<file path="src/sv/assert_macros.svh">
// ----------------------------------------------------------------------------
// assert_macros.svh
// Assertion macros for the radix text converter. Each macro samples on
// clk_i and is disabled while rst_ni is low.
// ----------------------------------------------------------------------------
`ifndef ASSERT_MACROS_SVH
`define ASSERT_MACROS_SVH
`ifndef SYNTH
// Property must hold at every clock edge outside reset.
`define ITRT_ASSERT(lbl, prop, msg) \
  lbl: assert property (@(posedge clk_i) disable iff (!rst_ni) prop) else $error(msg);
// Condition must never be true outside reset.
`define ITRT_ASSERT_NEVER(lbl, cond, msg) \
  lbl: assert property (@(posedge clk_i) disable iff (!rst_ni) !(cond)) else $error(msg);
`else
`define ITRT_ASSERT(lbl, prop, msg)
`define ITRT_ASSERT_NEVER(lbl, cond, msg)
`endif
`endif

</file>
<file path="src/sv/itrt_pkg.sv">
// ----------------------------------------------------------------------------
// itrt_pkg
// Shared types, constants and helper functions of the radix text converter.
// ----------------------------------------------------------------------------
package itrt_pkg;

  // Default parameter values.
  localparam int unsigned MAX_RADIX_DEF  = 16;
  localparam int unsigned VALUE_BITS_DEF = 32;

  // Dividend bits retired by the divider in one cycle.
  localparam int unsigned STEP_BITS = 8;

  // Fixed field widths.
  localparam int unsigned RADIX_W = 5;
  localparam int unsigned SYM_W   = 64;
  localparam int unsigned CHAR_W  = 8;
  localparam int unsigned ADDR_W  = 5;
  localparam int unsigned DATA_W  = 64;

  // Constants.
  localparam logic [CHAR_W-1:0]  MINUS_CHAR         = 8'h2D;
  localparam logic [RADIX_W-1:0] RADIX_RESET        = 5'd10;
  localparam logic [SYM_W-1:0]   SYMBOLS_LOW_RESET  = 64'h3736_3534_3332_3130;
  localparam logic [SYM_W-1:0]   SYMBOLS_HIGH_RESET = 64'h0000_0000_0000_3938;

  // Register indexes, taken from paddr[4:3].
  typedef enum logic [1:0] {
    REG_RADIX,
    REG_SYM_LOW,
    REG_SYM_HIGH
  } reg_idx_e;

  // Sequencer states.
  typedef enum logic [1:0] {
    ST_IDLE,
    ST_DIVIDE,
    ST_SIGN,
    ST_EMIT
  } state_e;

  // Divider status toward the sequencer.
  typedef struct packed {
    logic busy;
    logic done;
  } div_stat_t;

  // Clamp the programmed radix into the range 2 to max_r.
  function automatic logic [RADIX_W-1:0] clamp_radix(
    input logic [RADIX_W-1:0] r,
    input logic [RADIX_W-1:0] max_r
  );
    logic [RADIX_W-1:0] res;
    res = r;
    if (res < RADIX_W'(2)) res = RADIX_W'(2);
    if (res > max_r) res = max_r;
    return res;
  endfunction

  // Look up the character of a digit value in the alphabet.
  function automatic logic [CHAR_W-1:0] symbol_of(
    input logic [3:0]       d,
    input logic [SYM_W-1:0] lo,
    input logic [SYM_W-1:0] hi
  );
    logic [CHAR_W-1:0] res;
    if (d[3]) res = hi[{d[2:0], 3'b000} +: CHAR_W];
    else      res = lo[{d[2:0], 3'b000} +: CHAR_W];
    return res;
  endfunction

endpackage

</file>
<file path="src/sv/itrt_regs.sv">
// ----------------------------------------------------------------------------
// itrt_regs
// Configuration register file: radix and the two halves of the digit
// alphabet, written and read over the APB-style port.
// ----------------------------------------------------------------------------
module itrt_regs (
  input  logic                          clk_i,
  input  logic                          rst_ni,
  input  logic                          psel,
  input  logic                          penable,
  input  logic                          pwrite,
  input  logic [itrt_pkg::ADDR_W-1:0]   paddr,
  input  logic [itrt_pkg::DATA_W-1:0]   pwdata,
  output logic [itrt_pkg::DATA_W-1:0]   prdata,
  output logic                          pready,
  output logic [itrt_pkg::RADIX_W-1:0]  radix_o,
  output logic [itrt_pkg::SYM_W-1:0]    symbols_low_o,
  output logic [itrt_pkg::SYM_W-1:0]    symbols_high_o
);
  import itrt_pkg::*;

  logic [RADIX_W-1:0] radix_q;
  logic [SYM_W-1:0]   sym_low_q;
  logic [SYM_W-1:0]   sym_high_q;
  logic               wr_en;
  reg_idx_e           idx;

  assign pready = 1'b1;
  assign wr_en  = psel && penable && pwrite;
  assign idx    = reg_idx_e'(paddr[4:3]);

  // Register writes; an index with no register is ignored.
  always_ff @(posedge clk_i or negedge rst_ni) begin
    if (!rst_ni) begin
      radix_q    <= RADIX_RESET;
      sym_low_q  <= SYMBOLS_LOW_RESET;
      sym_high_q <= SYMBOLS_HIGH_RESET;
    end else if (wr_en) begin
      case (idx)
        REG_RADIX:    radix_q    <= pwdata[RADIX_W-1:0];
        REG_SYM_LOW:  sym_low_q  <= pwdata;
        REG_SYM_HIGH: sym_high_q <= pwdata;
        default: begin
        end
      endcase
    end
  end

  // Read data.
  always_comb begin
    case (idx)
      REG_RADIX:    prdata = DATA_W'(radix_q);
      REG_SYM_LOW:  prdata = sym_low_q;
      REG_SYM_HIGH: prdata = sym_high_q;
      default:      prdata = '0;
    endcase
  end

  assign radix_o        = radix_q;
  assign symbols_low_o  = sym_low_q;
  assign symbols_high_o = sym_high_q;

endmodule

</file>
<file path="src/sv/itrt_div.sv">
// ----------------------------------------------------------------------------
// itrt_div
// Iterative divider by a small radix. Retires STEP_BITS dividend bits per
// cycle with restoring compare and subtract, giving quotient and remainder.
// ----------------------------------------------------------------------------
module itrt_div #(
  parameter int unsigned VALUE_BITS = itrt_pkg::VALUE_BITS_DEF
) (
  input  logic                          clk_i,
  input  logic                          rst_ni,
  input  logic                          start_i,
  input  logic [VALUE_BITS-1:0]         dividend_i,
  input  logic [itrt_pkg::RADIX_W-1:0]  radix_i,
  output itrt_pkg::div_stat_t           stat_o,
  output logic [VALUE_BITS-1:0]         quot_o,
  output logic [itrt_pkg::RADIX_W-1:0]  rem_o
);
  import itrt_pkg::*;

  localparam int unsigned DIV_CYCLES = (VALUE_BITS + STEP_BITS - 1) / STEP_BITS;
  localparam int unsigned PAD_W      = DIV_CYCLES * STEP_BITS;
  localparam int unsigned CNT_W      = $clog2(DIV_CYCLES + 1);

  logic [PAD_W-1:0]   sh_q, sh_d;
  logic [RADIX_W-1:0] rem_q, rem_d;
  logic [CNT_W-1:0]   cnt_q;
  logic               busy_q;
  logic               done_q;
  logic [STEP_BITS-1:0] qbits;

  // One cycle of restoring division over the top STEP_BITS bits.
  always_comb begin
    logic [RADIX_W-1:0] r;
    r = rem_q;
    qbits = '0;
    for (int j = 0; j < STEP_BITS; j++) begin
      r = {r[RADIX_W-2:0], sh_q[PAD_W-1-j]};
      if (r >= radix_i) begin
        r = r - radix_i;
        qbits[STEP_BITS-1-j] = 1'b1;
      end
    end
    rem_d = r;
    sh_d  = (sh_q << STEP_BITS) | PAD_W'(qbits);
  end

  // Control: count the steps of one division.
  always_ff @(posedge clk_i or negedge rst_ni) begin
    if (!rst_ni) begin
      busy_q <= 1'b0;
      done_q <= 1'b0;
      cnt_q  <= '0;
    end else begin
      done_q <= 1'b0;
      if (start_i) begin
        busy_q <= 1'b1;
        cnt_q  <= '0;
      end else if (busy_q) begin
        cnt_q <= cnt_q + CNT_W'(1);
        if (cnt_q == CNT_W'(DIV_CYCLES - 1)) begin
          busy_q <= 1'b0;
          done_q <= 1'b1;
        end
      end
    end
  end

  // Datapath: the shift register ends up holding the quotient.
  always_ff @(posedge clk_i) begin
    if (start_i) begin
      sh_q  <= PAD_W'(dividend_i);
      rem_q <= '0;
    end else if (busy_q) begin
      sh_q  <= sh_d;
      rem_q <= rem_d;
    end
  end

  assign stat_o.busy = busy_q;
  assign stat_o.done = done_q;
  assign quot_o      = sh_q[VALUE_BITS-1:0];
  assign rem_o       = rem_q;

endmodule

</file>
<file path="src/sv/integer_to_radix_text_top.sv">
// ----------------------------------------------------------------------------
// integer_to_radix_text_top
// Converts a signed integer into its text in a programmable radix and
// alphabet, one character per output request.
// ----------------------------------------------------------------------------
// Usage:
//   The input channel takes one signed number per request (in_valid_i,
//   in_stall_o). The output channel gives one character per request with
//   final_char_o set on the last character of the number's text. A negative
//   number starts with a minus sign; digits follow most significant first.
//   Users write radix and alphabet over the APB port while the block idles.
//   The block itself does not enforce this.
// Timing:
//   Digits are produced least significant first by an iterative divider that
//   retires 8 dividend bits per cycle; one division per digit, then one
//   character per cycle, a minus sign first, while the output does not stall.
//   The input is stalled from acceptance until the last character has been
//   loaded into the output register, which then waits alone for the receiver.
// Reset:
//   Registers return to radix 10 and the alphabet "0123456789"; the output
//   register is emptied. No clearing pass is needed.
// Stall:
//   While out_stall_i is high a full output register keeps its character and
//   the sequencer waits to load more; no character is dropped or repeated.
// ----------------------------------------------------------------------------
`include "assert_macros.svh"

module integer_to_radix_text_top #(
  parameter int unsigned MAX_RADIX  = itrt_pkg::MAX_RADIX_DEF,
  parameter int unsigned VALUE_BITS = itrt_pkg::VALUE_BITS_DEF
) (
  input  logic                          clk_i,
  input  logic                          rst_ni,
  // Input channel.
  input  logic                          in_valid_i,
  output logic                          in_stall_o,
  input  logic signed [VALUE_BITS-1:0]  number_i,
  // Output channel.
  output logic                          out_valid_o,
  input  logic                          out_stall_i,
  output logic [itrt_pkg::CHAR_W-1:0]   text_char_o,
  output logic                          final_char_o,
  // Configuration port.
  input  logic                          psel,
  input  logic                          penable,
  input  logic                          pwrite,
  input  logic [itrt_pkg::ADDR_W-1:0]   paddr,
  input  logic [itrt_pkg::DATA_W-1:0]   pwdata,
  output logic [itrt_pkg::DATA_W-1:0]   prdata,
  output logic                          pready
);
  import itrt_pkg::*;

  localparam int unsigned DIGIT_W = $clog2(MAX_RADIX);
  localparam int unsigned CNT_W   = $clog2(VALUE_BITS + 1);
  localparam int unsigned IDX_W   = $clog2(VALUE_BITS);
  localparam logic [RADIX_W-1:0] MAX_R = RADIX_W'(MAX_RADIX);

  // Configuration registers.
  logic [RADIX_W-1:0] radix_cfg;
  logic [SYM_W-1:0]   sym_low;
  logic [SYM_W-1:0]   sym_high;
  logic [RADIX_W-1:0] radix_eff;

  itrt_regs u_regs (
    .clk_i          (clk_i),
    .rst_ni         (rst_ni),
    .psel           (psel),
    .penable        (penable),
    .pwrite         (pwrite),
    .paddr          (paddr),
    .pwdata         (pwdata),
    .prdata         (prdata),
    .pready         (pready),
    .radix_o        (radix_cfg),
    .symbols_low_o  (sym_low),
    .symbols_high_o (sym_high)
  );

  assign radix_eff = clamp_radix(radix_cfg, MAX_R);

  // Sequencer and datapath state.
  state_e              state_q, state_d;
  logic                neg_q;
  logic [CNT_W-1:0]    cnt_q;
  logic [DIGIT_W-1:0]  digits_q [VALUE_BITS];
  logic                out_valid_q;
  logic [CHAR_W-1:0]   out_char_q;
  logic                out_final_q;

  logic                accept;
  logic                out_free;
  logic                out_load;
  logic [CHAR_W-1:0]   out_char;
  logic                out_final;
  logic                div_start;
  logic [VALUE_BITS-1:0] mag;
  logic [VALUE_BITS-1:0] div_dividend;
  div_stat_t           div_stat;
  logic [VALUE_BITS-1:0] div_quot;
  logic [RADIX_W-1:0]  div_rem;
  logic [CNT_W-1:0]    rd_cnt;
  logic                quot_zero;

  assign accept    = in_valid_i && !in_stall_o;
  assign out_free  = !out_valid_q || !out_stall_i;
  assign mag       = number_i[VALUE_BITS-1] ? (~number_i + VALUE_BITS'(1)) : number_i;
  assign div_dividend = (state_q == ST_IDLE) ? mag : div_quot;
  assign rd_cnt    = cnt_q - CNT_W'(1);
  assign quot_zero = (div_quot == '0);

  // Shared divider.
  itrt_div #(
    .VALUE_BITS (VALUE_BITS)
  ) u_div (
    .clk_i      (clk_i),
    .rst_ni     (rst_ni),
    .start_i    (div_start),
    .dividend_i (div_dividend),
    .radix_i    (radix_eff),
    .stat_o     (div_stat),
    .quot_o     (div_quot),
    .rem_o      (div_rem)
  );

  // Next state.
  always_comb begin
    state_d = state_q;
    case (state_q)
      ST_IDLE: begin
        if (in_valid_i) state_d = ST_DIVIDE;
      end
      ST_DIVIDE: begin
        if (div_stat.done && quot_zero) state_d = neg_q ? ST_SIGN : ST_EMIT;
      end
      ST_SIGN: begin
        if (out_free) state_d = ST_EMIT;
      end
      ST_EMIT: begin
        if (out_free && (cnt_q == CNT_W'(1))) state_d = ST_IDLE;
      end
      default: state_d = ST_IDLE;
    endcase
  end

  // Sequencer outputs.
  always_comb begin
    in_stall_o = 1'b1;
    div_start  = 1'b0;
    out_load   = 1'b0;
    out_char   = MINUS_CHAR;
    out_final  = 1'b0;
    case (state_q)
      ST_IDLE: begin
        in_stall_o = 1'b0;
        div_start  = in_valid_i;
      end
      ST_DIVIDE: begin
        div_start = div_stat.done && !quot_zero;
      end
      ST_SIGN: begin
        out_load = out_free;
      end
      ST_EMIT: begin
        out_load  = out_free;
        out_char  = symbol_of(4'(digits_q[rd_cnt[IDX_W-1:0]]), sym_low, sym_high);
        out_final = (cnt_q == CNT_W'(1));
      end
      default: begin
      end
    endcase
  end

  // Control registers.
  always_ff @(posedge clk_i or negedge rst_ni) begin
    if (!rst_ni) begin
      state_q     <= ST_IDLE;
      cnt_q       <= '0;
      neg_q       <= 1'b0;
      out_valid_q <= 1'b0;
    end else begin
      state_q <= state_d;
      if (accept) begin
        cnt_q <= '0;
        neg_q <= number_i[VALUE_BITS-1];
      end else if (div_stat.done && (state_q == ST_DIVIDE)) begin
        cnt_q <= cnt_q + CNT_W'(1);
      end else if (out_load && (state_q == ST_EMIT)) begin
        cnt_q <= rd_cnt;
      end
      if (out_load) begin
        out_valid_q <= 1'b1;
      end else if (!out_stall_i) begin
        out_valid_q <= 1'b0;
      end
    end
  end

  // Digit store, written least significant digit first.
  always_ff @(posedge clk_i) begin
    if (div_stat.done && (state_q == ST_DIVIDE)) begin
      digits_q[cnt_q[IDX_W-1:0]] <= div_rem[DIGIT_W-1:0];
    end
  end

  // Output register payload.
  always_ff @(posedge clk_i) begin
    if (out_load) begin
      out_char_q  <= out_char;
      out_final_q <= out_final;
    end
  end

  assign out_valid_o  = out_valid_q;
  assign text_char_o  = out_char_q;
  assign final_char_o = out_final_q;

  // Checks on the sequencer.
  `ITRT_ASSERT(a_start_free, div_start |-> !div_stat.busy, "divider restarted while busy")
  `ITRT_ASSERT(a_done_in_div, div_stat.done |-> (state_q == ST_DIVIDE), "divider done outside divide")
  `ITRT_ASSERT(a_emit_cnt, (state_q == ST_EMIT) |-> (cnt_q != '0), "emitting with no digits left")
  `ITRT_ASSERT_NEVER(a_cnt_range, cnt_q > CNT_W'(VALUE_BITS), "digit count overflow")

endmodule
</file>
<file path="config.mk">
export PLATFORM = sky130hd
export DESIGN_NAME = integer_to_radix_text_top
export DESIGN_NICKNAME = d
export VERILOG_FILES = /design/src/sv/itrt_pkg.sv /design/src/sv/itrt_regs.sv /design/src/sv/itrt_div.sv /design/src/sv/integer_to_radix_text_top.sv
export VERILOG_INCLUDE_DIRS = /design/src /design/src/sv
export SDC_FILE = /design/constraint.sdc
export NUM_CORES = 1
export LEC_CHECK = 0
export BUFFER_PORTS_ARGS = -buffer_cell sky130_fd_sc_hd__buf_4
export CAP_MARGIN = 20
export CORE_ASPECT_RATIO = 0.8
export CORE_MARGIN = 2
export CORE_UTILIZATION = 45
export CTS_BUF_LIST = sky130_fd_sc_hd__clkbuf_4 sky130_fd_sc_hd__clkbuf_8
export DETAILED_ROUTE_END_ITERATION = 7
export HOLD_SLACK_MARGIN = 0.12
export PLACE_DENSITY_LB_ADDON = 0.1
export SLEW_MARGIN = 5
export SYNTH_ARGS = -nofsm -noshare
export SYNTH_HDL_FRONTEND = slang
export SYNTH_SLANG_ARGS = --single-unit
</file>
<file path="constraint.sdc">
create_clock -name clk_i -period 16.9 [get_ports clk_i]
set_input_delay 0.845 -clock clk_i [delete_from_list [all_inputs] [get_ports clk_i]]
set_output_delay 0.845 -clock clk_i [all_outputs]
set_load 0.05 [all_outputs]
</file>
==> results of run 1 <==
==> flip-flops by register name, summed over array words and instances (netlist names), 2 cells and up <==
signal,flops
u_div.rem_o,4
cnt_q,6
state_q,2
u_regs.symbols_low_o,64
u_regs.symbols_high_o,64
u_regs.radix_o,5
digits_q,128
u_div.cnt_q,3
text_char_o,8
u_div.quot_o,32
==> final cells by class <==
type                       instances  area, µm²  area share
sequential                       321       8906      0.4509
tap                              487      609.3     0.03085
inverter                          38      142.6    0.007222
timing repair buffer             195       1488     0.07532
clock buffer                      85       1013     0.05131
multi-input combinational        871       7533      0.3814
clock inverter                     9      58.81    0.002977
==> cells in the final DEF, fill, tap and decap left out, types with 8 or more instances in the layout <==
master,netlist,final
a21o_1,31,31
a21oi_1,35,35
a222oi_1,8,8
a22o_1,59,59
a22oi_1,17,17
buf_4,7,193
clkbuf_4,0,25
clkbuf_8,0,60
dfrtp_1,111,110
dfstp_2,37,37
edfxtp_1,169,169
fa_1,8,8
ha_1,52,51
inv_1,38,38
mux2_2,143,143
mux2i_1,78,77
mux4_2,34,34
nand2_1,98,98
nand2b_1,15,15
nor2_1,65,65
nor4_1,9,9
o21ai_0,60,58
o31ai_1,12,12
xnor2_1,19,19
xor2_1,33,33
==> worst max-delay path: cells and delay by family, from the launching register on <==
kind | cells | cell delay (ps)
compound gates | 36 | 8400
simple gates | 5 | 830
flops | 1 | 400
buf+inv | 3 | 500
fa+ha+maj | 8 | 2570
mux | 3 | 1010
==> per-layer routing <==
| layer | share of wire | up-vias |
|---|---|---|
| li1 | - | 5286 |
| met1 | 0.48 | 5644 |
| met2 | 0.46 | 255 |
| met3 | 0.044 | 79 |
| met4 | 0.024 | 0 |
| met5 | 0 | - |
==> metrics by stage <==
| step | std cells | worst slack [ps] |
|---|---|---|
| 2_1_floorplan | 1300 | 4162 |
| 3_3_place_gp | 1911 | 3278 |
| 3_5_place_dp | 1911 | 3140 |
| 4_1_cts | 2005 | 3073 |
| 5_1_grt | 2006 | 1734 |
| 6_report | 2006 | 3131 |
==> how the worst max path moves through the flow <==
stage	endpoint	slack [ps]	depth (start not counted)
finish	u_div.rem_o[3]	3130	55
global route	u_div.rem_o[0]	1730	56
CTS	u_div.rem_o[3]	3070	55
detailed placement	u_div.rem_o[3]	3140	55
global placement	u_div.rem_o[0]	3280	55
floorplan	u_div.rem_o[0]	4160	58
==> cell families after synthesis <==
kind of cell	Yosys count	share of synthesized area
flip-flops	321	0.5263
multiplexers	261	0.1959
AO/OA/AOI/OAI	254	0.1045
AND/OR/NAND/NOR	241	0.06574
buffers and inverters	108	0.03054
adder cells (fa/ha/maj)	60	0.04792
XOR/XNOR	54	0.02884
other	1	0.0002216
==> impl_results.md, run 1 <==
* CTS H-tree lvls at 2
* CP Max Fanout at 12
* Vias after detailed routing at 11.26k
* All-Layer GR Usage at 0.2193
* Commonest cells post-synth: edfxtp_1 (169), mux2_2 (143), dfrtp_1 (111), nand2_1 (98), mux2i_1 (78)
* WP data required at 17430 ps
* Met1 usage at 0.3207
* Worst R2R Path Depth at 55
* Least-Margin Pin Slew at 1098 ps
* CTS resizes at 0
* Main synth FF type: edfxtp_1
* I/O pin total at 184
* Setup slack, reg-to-reg at 3130 ps
* Crit Reg-Reg Startpoint: u_regs.radix_o[4]
* Critical Path Source Type: flop
* Antenna cell count at 0
* Initial drt markers at 614
* Clk buf depth at 3
* Most frequent cell after synthesis: edfxtp_1
* # Post-CTS Setup Buffers at 0
* Clock buffer count from CTS at 52
* Initial antenna violation count at 0
* Vias per std cell at 5.615
* Most Crowded Layer GR: met2
* Port bufs at 179
* Critical R2R Capture: u_div.rem_o[3]
* First-pass GRT wire length at 65920 µm
* Worst Skew at 34.62 ps
* Clock Tree Root: clkbuf_8
* CTS tree: yes
* Hold Buf Count CTS at 0
* Syn Area/Cell at 13.01 µm²
* Crit path largest cell delay at around 630 ps
* HPWL Detailed at 28540 µm
* Placed Area at 0.01865 mm²
* Fin util at 0.5331
* Fmax achieved at 0.07262 GHz
* Clock sink count at roughly 320
* Worst-path clk slew at 60 ps
* Ratio of cells with drive above 1 in the final layout at 0.3377
* Initial Util at 0.4567
* WL per Instance at 21.24 µm
* Synth Warn # at 0
* Post-route cell area at 0.01975 mm²
* Status: finished, final reports clean
* Post-synthesis net count at 1468
* Met3 GRT Util at 0.03479
* Vias in the first global route at roughly 11k
* Antenna viol nets, final at 0
* Post-layout net count at 1647
* Post-Synthesis Cells at 1300
* Area of the mapped netlist at 0.01692 mm²
* Core area at 0.03705 mm²
* Final min period at roughly 14000 ps
* Overall die width at ~220 µm
* Die Ht at 177.4 µm
* Count of different cell masters after synthesis at between 60 and 70
* DR DRC count at 0
* Final hold violations at 0
* Largest net degree at the start of global routing at between 70 and 80
* Setup_tns at 0 ps
* Gpl congestion at 0.8013
* Row cnt at 63
* RSZ-0062 raised after global routing: false
* Post-synth EDFFs at 169
* Worst-skew pair later-pin latency at 620 ps
* Critical path's most frequent cell: a21o_1
* Total grt overflow at 0
* Sequential area share after synthesis at 0.5263
* Min-delay worst type: input port to async pin
* Final period util at 0.8148
* Critical-path top delay cell: a21oi_1
* Die area at 0.03917 mm²
* Cell taking the most area after synthesis: edfxtp_1
* Layout area overhead at 16.74%
* Fill cell count at between 3k and 4k
* Final Max Slew Viols at 0
* Async SR Flop Fraction at 0.4611
* Met2 Use GR at 0.3374
* Final setup fails at 0
* Max-Cap Viols at 0
* #FFs+latches synth at 321
* Synth top area share at 0.3000
* CP Class: flop to flop
* Worst slew margin at 0.2679
* Arrival time worst endpoint at 14290 ps
* Final hold slack at 262.7 ps
* TritonRoute pass-1 iters at 5
* Routed WL at 42610 µm
* Worst Setup SP: u_regs.radix_o[4]
* Crit. End Element: flop
* Area contributors post-synth: edfxtp_1 (30%), dfrtp_1 (16%), mux2_2 (9.5%)
Power of run 1 is not shown: default switching activity piles up to over one toggle a cycle in this logic, so the estimate is an artifact.
==> run 2, diff against run 1 <==
==> constraint.sdc (replaced) <==
create_clock -name clk_i -period 12.2 [get_ports clk_i]
set_input_delay 0.61 -clock clk_i [delete_from_list [all_inputs] [get_ports clk_i]]
set_output_delay 0.61 -clock clk_i [all_outputs]
set_load 0.05 [all_outputs]
==> impl_results.md, run 2 (same netlist as run 1, synthesis figures left out) <==
* Status: finished, final reports clean (unchanged)
* CTS tree: yes (unchanged)
* Min-delay worst type: input port to flop (was input port to async pin)
* DR DRC count at 0 (unchanged)
* Initial Util at 0.4567 (unchanged)
* WP data required at 12720 ps (was 17430 ps)
* Worst slew margin at 0.2747 (was 0.2679)
* Ratio of cells with drive above 1 in the final layout at 0.3493 (was 0.3377)
* Worst-path clk slew at 60 ps (about the same)
* Post-layout net count at 1667 (was 1647)
* Layout area overhead at 17.95% (was 16.74%)
* Crit. End Element: flop (unchanged)
* All-Layer GR Usage at 0.2172 (was 0.2193)
* Placed cell count at 1925 (was 1911)
* Most common cell after layout, fill and taps aside: buf_4 (unchanged)
* Crit path largest cell delay at 420 ps (was 630 ps)
* TritonRoute pass-1 iters at 5 (unchanged)
* Footprint of the multi-input gates at 0.007565 mm² (was 0.007533 mm²)
* Post-route cell area at 0.01996 mm² (was 0.01975 mm²)
* Die Ht at 177.4 µm (unchanged)
* Final Max Slew Viols at 0 (unchanged)
* Vias per std cell at 5.578 (was 5.615)
* Gpl congestion at 0.8299 (was 0.8013)
* Clock Tree Root: clkbuf_8 (unchanged)
* Final hold violations at 0 (unchanged)
* Register area at 0.008906 mm² (unchanged)
* Vias after detailed routing at 11.33k (was 11.26k)
* Initial antenna violation count at 1 (was 0)
* Worst-skew pair later-pin latency at 620 ps (about the same)
* Setup_tns at 0 ps (unchanged)
* CP Max Fanout at 8 (was 12)
* Fin cells at 2031 (was 2006)
* Vias in the first global route at 11.11k (was 11.35k)
* Clk buf depth at 3 (unchanged)
* First-pass GRT wire length at 65060 µm (was 65920 µm)
* Critical Path Source Type: flop (unchanged)
* Least-Margin Pin Slew at 1088 ps (was 1098 ps)
* Total grt overflow at 0 (unchanged)
* Overall die width at 220.8 µm (unchanged)
* CP Class: flop to flop (unchanged)
* Largest net degree at the start of global routing at 83 (was 77)
* Final setup fails at 0 (unchanged)
* Final period util at 0.9501 (was 0.8148)
* Worst Skew at 29.36 ps (was 34.62 ps)
* Die area at 0.03917 mm² (unchanged)
* Critical-path top delay cell: dfrtp_1 (was a21oi_1)
* Clock buffer count from CTS at 54 (was 52)
* WL per Instance at 21.04 µm (was 21.24 µm)
* Clock sink count at 321 (unchanged)
* Core area at 0.03705 mm² (unchanged)
* Initial drt markers at 692 (was 614)
* Critical path's most frequent cell: a21o_1 (unchanged)
* Fin util at 0.5386 (was 0.5331)
* I/O pin total at 184 (unchanged)
* Routed WL at 42740 µm (was 42610 µm)
* HPWL Detailed at 28590 µm (was 28540 µm)
* Antenna viol nets, final at 0 (unchanged)
* Max reg flops at 128 (unchanged)
* Max-Cap Viols at 0 (unchanged)
* Fill cell count at 3200 (was 3231)
* Fmax achieved at 0.08627 GHz (was 0.07262 GHz)
* Port bufs at 179 (unchanged)
* Final min period at 11590 ps (was 13770 ps)
* CTS H-tree lvls at 2 (unchanged)
* Arrival time worst endpoint at 12110 ps (was 14290 ps)
* Most frequent cells in the layout: buf_4 (211), edfxtp_1 (169), mux2_2 (142), dfrtp_1 (110), nand2_1 (98) (was buf_4 (193), edfxtp_1 (169), mux2_2 (143), dfrtp_1 (110), nand2_1 (98))
* Row cnt at 63 (unchanged)
* Placed Area at 0.01876 mm² (was 0.01865 mm²)
run 2: changes by cell type in the layout (fill, tap and decap cells not counted), sizes merged:
cell,previous run,this run
clkbuf,85,81
buf,195,212
diode,0,1
bufinv,0,2
clkinv,7,15
dlygate4sd3,0,1
run 2: layout make-up:
| type | instances | area share |
|---|---|---|
| flip-flops and latches | 321 | 0.4463 |
| multi-input cells | 871 | 0.3791 |
| repair buffers | 213 | 0.08044 |
| clock buffers | 81 | 0.04866 |
| well taps | 487 | 0.03053 |
| clock inverters | 19 | 0.007712 |
| inverters | 38 | 0.007148 |
| diodes | 1 | 0.0001254 |
run 2: worst max-delay path: cells and delay by family, from the launching register on:
kind | cells | cell delay, ps
compound gates | 37 | 6730
fa+ha+maj | 8 | 2300
flops | 1 | 420
buf+inv | 5 | 510
simple gates | 7 | 950
mux | 2 | 600
run 2: stage by stage:
| stage | hold slack [ps] | setup WS [ps] |
|---|---|---|
| floorplan | 314.4 | 241.0 |
| global placement | 471.1 | 207.2 |
| global route | 216.0 | -25.12 |
| CTS | 202.7 | 83.35 |
| finish | 238.5 | 608.8 |
| detailed placement | 496.7 | 34.59 |
run 2: path summary, 6_finish.rpt:
| kind | startpoint | endpoint | slack (ps) | cells after the start |
|---|---|---|---|---|
| min in group asynchronous | rst_ni | u_regs.symbols_high_o[53] | 640 | 2 |
| max in group asynchronous | rst_ni | u_regs.symbols_high_o[1] | 10150 | 3 |
| max reg2reg | u_regs.radix_o[2] | u_div.rem_o[0] | 610 | 59 |
| min | pwdata[31] | u_regs.symbols_low_o[31] | 240 | 2 |
| min reg2reg | neg_q | neg_q | 510 | 2 |
| max | u_regs.radix_o[2] | u_div.rem_o[0] | 610 | 59 |
run 2: repair_timing:
action / in CTS / in global routing
buffers inserted: 0 / 3
endpoints found under the hold margin: 61 / 0
resized for setup: 1 / 11
endpoints found under the setup margin: 1 / 5
gates cloned: 0 / 0
hold buffers: 1 / 0
run 2: layer usage:
layer / vias up / track usage / part of all wire
met2: 275 / 0.3273 / 0.45
met3: 61 / 0.03565 / 0.053
met4: 0 / 0.05111 / 0.017
li1: 5329 / - / -
met5: - / 0 / 0
met1: 5663 / 0.3279 / 0.48
Power of run 2 is left out for the same reason.
==> run 3, diff against run 2 <==
--- a/config.mk
+++ b/config.mk
@@ -11,7 +11,7 @@
 export CORE_ASPECT_RATIO = 0.8
 export CORE_MARGIN = 2
 export CORE_UTILIZATION = 45
-export CTS_BUF_LIST = sky130_fd_sc_hd__clkbuf_4 sky130_fd_sc_hd__clkbuf_8
+export CTS_BUF_LIST = sky130_fd_sc_hd__clkbuf_8
 export DETAILED_ROUTE_END_ITERATION = 7
 export HOLD_SLACK_MARGIN = 0.12
 export PLACE_DENSITY_LB_ADDON = 0.1
==> impl_results.md, run 3 (same netlist as run 1, synthesis figures left out) <==
* Layout area overhead at 17.44% (was 17.95%)
* Clock sink count at 321 (unchanged)
* Fin cells at 2031 (unchanged)
* Critical Path Source Type: flop (unchanged)
* Status: finished, final reports clean (unchanged)
* Vias after detailed routing at 11.37k (was 11.33k)
* Arrival time worst endpoint at 12080 ps (was 12110 ps)
* Worst-path clk slew at 60 ps (about the same)
* Max-Cap Viols at 0 (unchanged)
* Ratio of cells with drive above 1 in the final layout at 0.3344 (was 0.3493)
* HPWL Detailed at 28590 µm (unchanged)
* Critical path's most frequent cell: a21o_1 (unchanged)
* Crit path largest cell delay at 420 ps (about the same)
* Setup slack, reg-to-reg at 630 ps (was 610 ps)
* Initial drt markers at 721 (was 692)
* Final Max Slew Viols at 0 (unchanged)
* Worst slew margin at 0.2805 (was 0.2747)
* CTS H-tree lvls at 2 (unchanged)
* CP Max Fanout at 8 (unchanged)
* Row cnt at 63 (unchanged)
* Post-layout net count at 1667 (unchanged)
* Core area at 0.03705 mm² (unchanged)
* TritonRoute pass-1 iters at 6 (was 5)
* HP Start: pwdata[44] (was pwdata[31])
* All-Layer GR Usage at 0.2170 (was 0.2172)
* Worst R2R Path Depth at 57 (was 59)
* WHS Endpoint: u_regs.symbols_high_o[44] (was u_regs.symbols_low_o[31])
* Clk buf depth at 3 (unchanged)
* Initial antenna violation count at 1 (unchanged)
* WP data required at 12710 ps (was 12720 ps)
* CP Class: flop to flop (unchanged)
* Die Ht at 177.4 µm (unchanged)
* Worst Setup SP: u_regs.radix_o[2] (unchanged)
* Setup_tns at 0 ps (unchanged)
* First-pass GRT wire length at 65030 µm (was 65060 µm)
* Die area at 0.03917 mm² (unchanged)
* Worst Hold Depth at 2 (unchanged)
* Fmax achieved at 0.08640 GHz (was 0.08627 GHz)
* Initial Util at 0.4567 (unchanged)
* Final min period at 11570 ps (was 11590 ps)
* Worst-skew pair later-pin latency at 610 ps (was 620 ps)
* Most frequent cells in the layout: buf_4 (211), edfxtp_1 (169), mux2_2 (142), dfrtp_1 (110), nand2_1 (98) (unchanged)
* Least-Margin Pin Slew at 1079 ps (was 1088 ps)
* Final hold slack at 236.3 ps (was 238.5 ps)
* Antenna viol nets, final at 0 (unchanged)
* Vias per std cell at 5.597 (was 5.578)
* Vias in the first global route at 11.10k (was 11.11k)
* Final setup fails at 0 (unchanged)
* Clock Tree Root: clkbuf_8 (unchanged)
* Total grt overflow at 0 (unchanged)
* Critical path buffers and inverters at 3 (was 5)
* Overall die width at 220.8 µm (unchanged)
* Final period util at 0.9487 (was 0.9501)
* Crit. End Element: flop (unchanged)
* Gpl congestion at 0.8299 (unchanged)
* Clock buffer count from CTS at 54 (unchanged)
* Largest net degree at the start of global routing at 83 (unchanged)
* Crit Reg-Reg Startpoint: u_regs.radix_o[2] (unchanged)
* Crit path max-delay family: compound AO/OA/AOI/OAI gates (unchanged)
* CTS tree: yes (unchanged)
* I/O pin total at 184 (unchanged)
* Min-delay worst type: input port to flop (unchanged)
* WL per Instance at 20.99 µm (was 21.04 µm)
* Most common cell after layout, fill and taps aside: buf_4 (unchanged)
* Routed WL at 42620 µm (was 42740 µm)
* Port bufs at 179 (unchanged)
* Final hold violations at 0 (unchanged)
* Placed Area at 0.01876 mm² (unchanged)
* Critical R2R Capture: u_div.rem_o[0] (unchanged)
* Critical-path top delay cell: dfrtp_1 (unchanged)
* Post-route cell area at 0.01987 mm² (was 0.01996 mm²)
* Placed cell count at 1925 (unchanged)
* Max reg flops at 128 (unchanged)
* DR DRC count at 0 (unchanged)
* Worst Skew at 38.15 ps (was 29.36 ps)
run 3: cell count changes in the layout (fill, tap and decap cells not counted), sizes merged:
cell | previous run | this run
clkbuf | 81 | 58
inv | 39 | 62
run 3: worst max path at each step:
| stage | slack (ps) | endpoint | depth (start not counted) |
|---|---|---|---|
| 2_1_floorplan | 240 | u_div.rem_o[0] | 58 |
| 3_3_place_gp | 210 | u_div.rem_o[0] | 58 |
| 3_5_place_dp | 30 | u_div.rem_o[0] | 58 |
| 4_1_cts | 80 | u_div.rem_o[0] | 58 |
| 5_1_grt | -7 | u_div.rem_o[0] | 57 |
| 6_report | 630 | u_div.rem_o[0] | 57 |
run 3: per-stage QoR:
stage,utilization,worst slack (ps)
2_1_floorplan,-,241.0
3_3_place_gp,0.5064,207.2
3_5_place_dp,0.5064,34.59
4_1_cts,0.5347,82.99
5_1_grt,0.5363,-7.051
6_report,0.5363,625.4
run 3: repair_timing:
| action | 4_1_cts | 5_1_grt |
|---|---|---|
| hold endpoints to repair | 61 | 0 |
| hold buffers | 1 | 0 |
| gates resized for setup | 1 | 12 |
| buffers inserted | 0 | 3 |
| endpoints found under the setup margin | 1 | 5 |
run 3: worst register-to-register path: cells and delay by family, from the launching register on:
kind	cells	cell delay, ps
AO/OA/AOI/OAI	37	6730
buffers and inverters	3	270
adder cells (fa/ha/maj)	8	2360
AND/OR/NAND/NOR	7	1220
flip-flops	1	420
multiplexers	2	480
run 3: metal layers:
metal	vias to the layer above	global-route usage	wire, µm
met2	312	0.3272	19250
met3	62	0.03428	2337
li1	5321	-	-
met5	-	0	0
met4	0	0.05111	762
met1	5673	0.3284	20270
run 3: final cells by class:
type	count	area, µm²
multi-input combinational	871	7565
fill	3221	17180
antenna	1	2.502
clock buffer	58	798.3
clock inverter	42	240.2
timing repair buffer	213	1605
inverter	38	142.6
sequential	321	8906
tap	487	609.3
Power of run 3 is left out for the same reason.
